--- src/rtl/core/aci_pkg.sv ---
`timescale 1ns / 1ps
// ----------------------------------------------------------------------------
// aci_pkg
// Shared types and constants for the acoustic complexity index block.
// ----------------------------------------------------------------------------
package aci_pkg;

  localparam int DIV_STEPS = 32;
  localparam logic [31:0] SUM_MAX = 32'hFFFF_FFFF;

  // configuration register indexes
  localparam logic [1:0] REG_BAND_LOW  = 2'd0;
  localparam logic [1:0] REG_BAND_HIGH = 2'd1;
  localparam logic [1:0] REG_FIRST_BIN = 2'd2;
  localparam logic [1:0] REG_BIN_COUNT = 2'd3;

  typedef struct packed {
    logic [15:0] prev;
    logic [31:0] isum;
    logic [31:0] dsum;
    logic        sat;
  } entry_t;

  typedef struct packed {
    logic        valid;
    logic [7:0]  bin;
    logic [31:0] isum;
    logic [31:0] dsum;
    logic        sat;
  } sum_item_t;

  typedef struct packed {
    logic        valid;
    logic [7:0]  bin;
    logic [31:0] rem;
    logic [31:0] num;
    logic [31:0] quo;
    logic [31:0] dvs;
    logic        zero;
    logic        rsat;
    logic        ssat;
  } div_stage_t;

endpackage

--- src/rtl/core/aci_divider.sv ---
`timescale 1ns / 1ps
// ----------------------------------------------------------------------------
// aci_divider
// Pipelined restoring divider, one quotient bit per stage, Q16.16 ratio.
// ----------------------------------------------------------------------------
module aci_divider (
  input  logic               clk,
  input  logic               rst,
  input  logic               en,
  input  aci_pkg::sum_item_t sums,
  output logic               res_valid,
  output logic [7:0]         res_bin,
  output logic [31:0]        res_value,
  output logic               res_sat
);
  import aci_pkg::*;

  div_stage_t st [DIV_STEPS+1];
  div_stage_t nx [DIV_STEPS];

  // entry stage: zero and overflow tests, seed remainder with the top half
  always_ff @(posedge clk) begin
    if (rst) begin
      st[0].valid <= 1'b0;
    end else if (en) begin
      st[0].valid <= sums.valid;
    end
  end

  always_ff @(posedge clk) begin
    if (en) begin
      st[0].bin  <= sums.bin;
      st[0].rem  <= {16'd0, sums.dsum[31:16]};
      st[0].num  <= {sums.dsum[15:0], 16'd0};
      st[0].quo  <= 32'd0;
      st[0].dvs  <= sums.isum;
      st[0].zero <= (sums.isum == 32'd0);
      st[0].rsat <= ({16'd0, sums.dsum[31:16]} >= sums.isum);
      st[0].ssat <= sums.sat;
    end
  end

  for (genvar k = 0; k < DIV_STEPS; k++) begin : g_step
    always_comb begin
      logic [32:0] t;
      t           = {st[k].rem, st[k].num[31]};
      nx[k]       = st[k];
      nx[k].num   = {st[k].num[30:0], 1'b0};
      if (t >= {1'b0, st[k].dvs}) begin
        nx[k].rem = 32'(t - {1'b0, st[k].dvs});
        nx[k].quo = {st[k].quo[30:0], 1'b1};
      end else begin
        nx[k].rem = t[31:0];
        nx[k].quo = {st[k].quo[30:0], 1'b0};
      end
    end

    always_ff @(posedge clk) begin
      if (rst) begin
        st[k+1].valid <= 1'b0;
      end else if (en) begin
        st[k+1].valid <= nx[k].valid;
      end
    end

    always_ff @(posedge clk) begin
      if (en) begin
        st[k+1].bin  <= nx[k].bin;
        st[k+1].rem  <= nx[k].rem;
        st[k+1].num  <= nx[k].num;
        st[k+1].quo  <= nx[k].quo;
        st[k+1].dvs  <= nx[k].dvs;
        st[k+1].zero <= nx[k].zero;
        st[k+1].rsat <= nx[k].rsat;
        st[k+1].ssat <= nx[k].ssat;
      end
    end
  end

  always_comb begin
    res_valid = st[DIV_STEPS].valid;
    res_bin   = st[DIV_STEPS].bin;
    if (st[DIV_STEPS].zero) begin
      res_value = 32'd0;
      res_sat   = st[DIV_STEPS].ssat;
    end else if (st[DIV_STEPS].rsat) begin
      res_value = SUM_MAX;
      res_sat   = 1'b1;
    end else begin
      res_value = st[DIV_STEPS].quo;
      res_sat   = st[DIV_STEPS].ssat;
    end
  end

endmodule

--- config.mk ---
export PLATFORM = sky130hd
export DESIGN_NAME = aci_divider
export DESIGN_NICKNAME = d
export VERILOG_FILES = /design/src/rtl/core/aci_pkg.sv /design/src/rtl/core/aci_divider.sv
export SDC_FILE = /design/constraint.sdc
export NUM_CORES = 2
export LEC_CHECK = 0
export BUFFER_PORTS_ARGS = -buffer_cell sky130_fd_sc_hd__buf_2
export CORE_UTILIZATION = 69
export DETAILED_ROUTE_END_ITERATION = 8
export GPL_TIMING_DRIVEN = 0
export PLACE_DENSITY = 0.86
export REMOVE_ABC_BUFFERS = 1
export SYNTH_ARGS = -nofsm -noshare
export SYNTH_HDL_FRONTEND = slang
export SYNTH_MEMORY_MAX_BITS = 65536
export SYNTH_SLANG_ARGS = --single-unit
--- constraint.sdc ---
create_clock -name clk -period 5.4 [get_ports clk]
set_input_delay 1.08 -clock clk [delete_from_list [all_inputs] [get_ports clk]]
set_output_delay 1.08 -clock clk [all_outputs]
set_load 0.01 [all_outputs]
==> results.md <==
* Status: finished with violations
* Failing checks: design-rule violations
* Biggest register: st
* Placed Area at 160900 um^2
* Die Width at 478.4 um
* CP Data Required Time at 6220 ps
* Largest stage delay, worst path at 880 ps
* Final HPWL from detailed placement at 251.0 mm
* Port buffer count at 118
* Distinct cells, synth at 107
* Post_cts resized at 0
* Most used DFF post-synth: edfxtp_1
* CP bufs+invs at 6
* Max reg flops at 3092
* DRC viols at 3
* LEAKAGE at 69.19 nW
* Post-CTS Setup Bufs at 0
* Largest net degree at the start of global routing at 196
* Post-synth EDFFs at 3092
* First DRT Iteration DRCs at 10137
* Worst slew pin tran at 1305 ps
* IO Pins at 119
* Relative slew margins at 0.1303
* Kind of critical path: input pin to flip-flop
* Largest regs: st: 3092 flops
* Grt ovf at 0
* Post-synth design cell area at 156600 um^2
* CTS max path bufs at 4
* Crit path max fanout at 184
* H-tree depth at 5
* Mapped Cells at 12873
* CP max stage cell: nor2b_1
* Syn Area/Cell at 12.17 um^2
* Sequential area share after synthesis at 0.5928
* Hold_buf cts at 0
* Setup TNS Final at 0 ps
* Reg clk slew, reported paths at 60 ps
* Nets@finish at 14204
* Dpl ws at -512.6 ps
* Synth Warn # at 0
* Initial antenna violation count at 6
* Worst vdd ir at 0.4689 mV
* Reg area at 92850 um^2
* Vias per inst at 6.286
* Period utilization at 0.9130
* Worst setup margin at 469.9 ps
* Filler instances at 13699
* Final Skew at 56.61 ps
* Multi-input gate area at 57850 um^2
* PnR Total Power at 102.8 mW
* F_max at 0.2028 GHz
* Clk root buf: clkbuf_16
* Vias in the first global route at 100961
* Startpoint Class: input pin
* Worst-skew pair later-pin latency at 950 ps
* CP Capture Type: flip-flop
* Worst min-delay path category: input pin to flip-flop
* Critical path's most frequent cell: buf_16
* Post-DRT Antenna Nets at 0
* Number of synthesized register bits at 3092
* Core Region at 225100 um^2
* Final wirelength at 352.1 mm
* Die H at 478.4 um
* CP Cell Sequence: buf_12, buf_16, buf_16, buf_16, buf_16, nor2b_1, buf_6, and2_1
* TritonCTS buffer count at 330
* Layout cells sized above 1 at 0.07670
* First-pass GRT wire length at 548.8 mm
* Std cell rows at 174
* Finished Cell Area at 171400 um^2
* Synth-to-Final Area Change at 9.411%
* Drt wl/cell at 21.59 um
* Final hold vios at 0
* Die area at 228900 um^2
* Min cycle time layout at 4930 ps
* Slew Viols, Final at 0
* PD cells at 600.0 nW/um^2
* CTS tree: yes
* Clock sinks at 3092
* Final setup viols at 0
* Top Family by Delay on Critical Path: buffers and inverters
* Vias at 102484
* Total track usage at 0.3042
* Starting Density at 0.6958
* CP arrival at 5750 ps
* Async SR Flop Fraction at 0
* RSZ-0062 raised after global routing: no
* Max cap viols at 0
* Drt pass-1 iters at 9
* RD Place Congestion at 0.9769
## layout by cell type, fill, tap and decap left out, types with 27 or more instances in the layout
cell,synthesis,routed
edfxtp_1,3092,3092
inv_1,1269,1269
ha_1,1024,1024
nand2_1,991,990
a21oi_1,927,925
o21ai_0,904,903
nor2_1,607,606
a21o_1,521,520
xnor2_1,465,465
xor2_1,377,377
clkbuf_16,0,332
mux2_2,299,299
nand4_1,161,161
nand3_1,159,159
nor2b_1,148,148
nand2b_1,146,146
nor3_1,118,118
o21a_1,119,118
buf_2,45,117
o21bai_1,112,112
and3_1,112,112
a31oi_1,109,107
and2_1,68,68
clkinv_1,1,64
o31ai_1,62,61
clkbuf_1,214,61
nor4_1,54,54
o21ai_1,49,48
a211oi_1,44,44
clkinv_2,0,44
or3_1,41,41
o211ai_1,38,38
a21boi_0,35,35
bufinv_16,0,35
fa_1,31,31
or2_2,27,27
a211o_1,28,27
buf_16,0,27
## path summary, 6_finish.rpt
path              start          end  slack (ps)  cells after the start
max                  en  st[20][138]         470                      8
min             sums[0]     st[0][0]         310                      1
max reg2reg   st[22][4]  st[23][112]         560                     14
min reg2reg  st[23][45]   st[24][46]         400                      0
## area by class of cell
type	count	share of cell area
Antenna cell	1	0.00001460
Clock buffer	393	0.04982
Clock inverter	178	0.01085
Inverter	1271	0.02784
Multi-Input combinational cell	8209	0.3376
Sequential cell	3092	0.5418
Tap cell	2992	0.02185
Timing Repair Buffer	168	0.01020
## cell usage after synthesis, drive strengths merged (49+ instances only)
| library cell | count | area [um^2] |
|---|---|---|
| edfxtp | 3092 | 92850 |
| buf | 85 | 544.3 |
| a211oi | 49 | 400.4 |
| a21oi | 930 | 4673 |
| o21ai | 957 | 4805 |
| xnor2 | 465 | 4073 |
| nor4 | 55 | 350.3 |
| and2 | 69 | 431.7 |
| o31ai | 63 | 478.0 |
| nand4 | 161 | 1007 |
| o21bai | 112 | 840.8 |
| ha | 1024 | 12810 |
| nand2b | 146 | 913.4 |
| nand2 | 991 | 3720 |
| and3 | 112 | 700.7 |
| nand3 | 159 | 795.8 |
| nor2 | 608 | 2285 |
| nor2b | 148 | 925.9 |
| o21a | 119 | 893.4 |
| a31oi | 109 | 681.9 |
| nor3 | 119 | 606.8 |
| inv | 1270 | 4767 |
| mux2 | 316 | 3558 |
| a21o | 521 | 3911 |
| xor2 | 377 | 3302 |
| clkbuf | 216 | 813.3 |
## stage by stage
stage,util,hold WS (ps),cells
2_1_floorplan,-,400.3,12572
3_3_place_gp,0.7090,400.2,15682
3_5_place_dp,0.7149,404.5,15731
4_1_cts,0.7611,263.9,16302
5_1_grt,0.7612,271.5,16304
6_report,0.7612,308.7,16304
## per-layer routing
| layer | vias up | part of all wire | global-route usage |
|---|---|---|---|
| met5 | - | 0.000077 | 0 |
| met4 | 4 | 0.059 | 0.1611 |
| met3 | 1216 | 0.055 | 0.03707 |
| met2 | 4086 | 0.50 | 0.5261 |
| met1 | 49420 | 0.39 | 0.3750 |
| li1 | 47758 | - | - |
## cell families (layout without fill, tap and decap cells)
kind of cell	Yosys count	in the layout	synth area share
compound gates	3265	3265	0.1295
xor+xnor	842	842	0.04708
fa+ha+maj	1055	1055	0.08577
buf+inv	1572	2010	0.03913
flops	3092	3092	0.5928
mux	337	337	0.02406
other cells	0	1	0
simple gates	2710	2710	0.08168
## power breakdown
group | switching (mW) | internal, mW | total, mW
Combinational | 25.1 | 18.1 | 43.3
Clock | 9.18 | 12.9 | 22.1
Sequential | 3.30 | 34.1 | 37.4
Total | 37.6 | 65.2 | 103
Power figures use the tool's default switching activity.
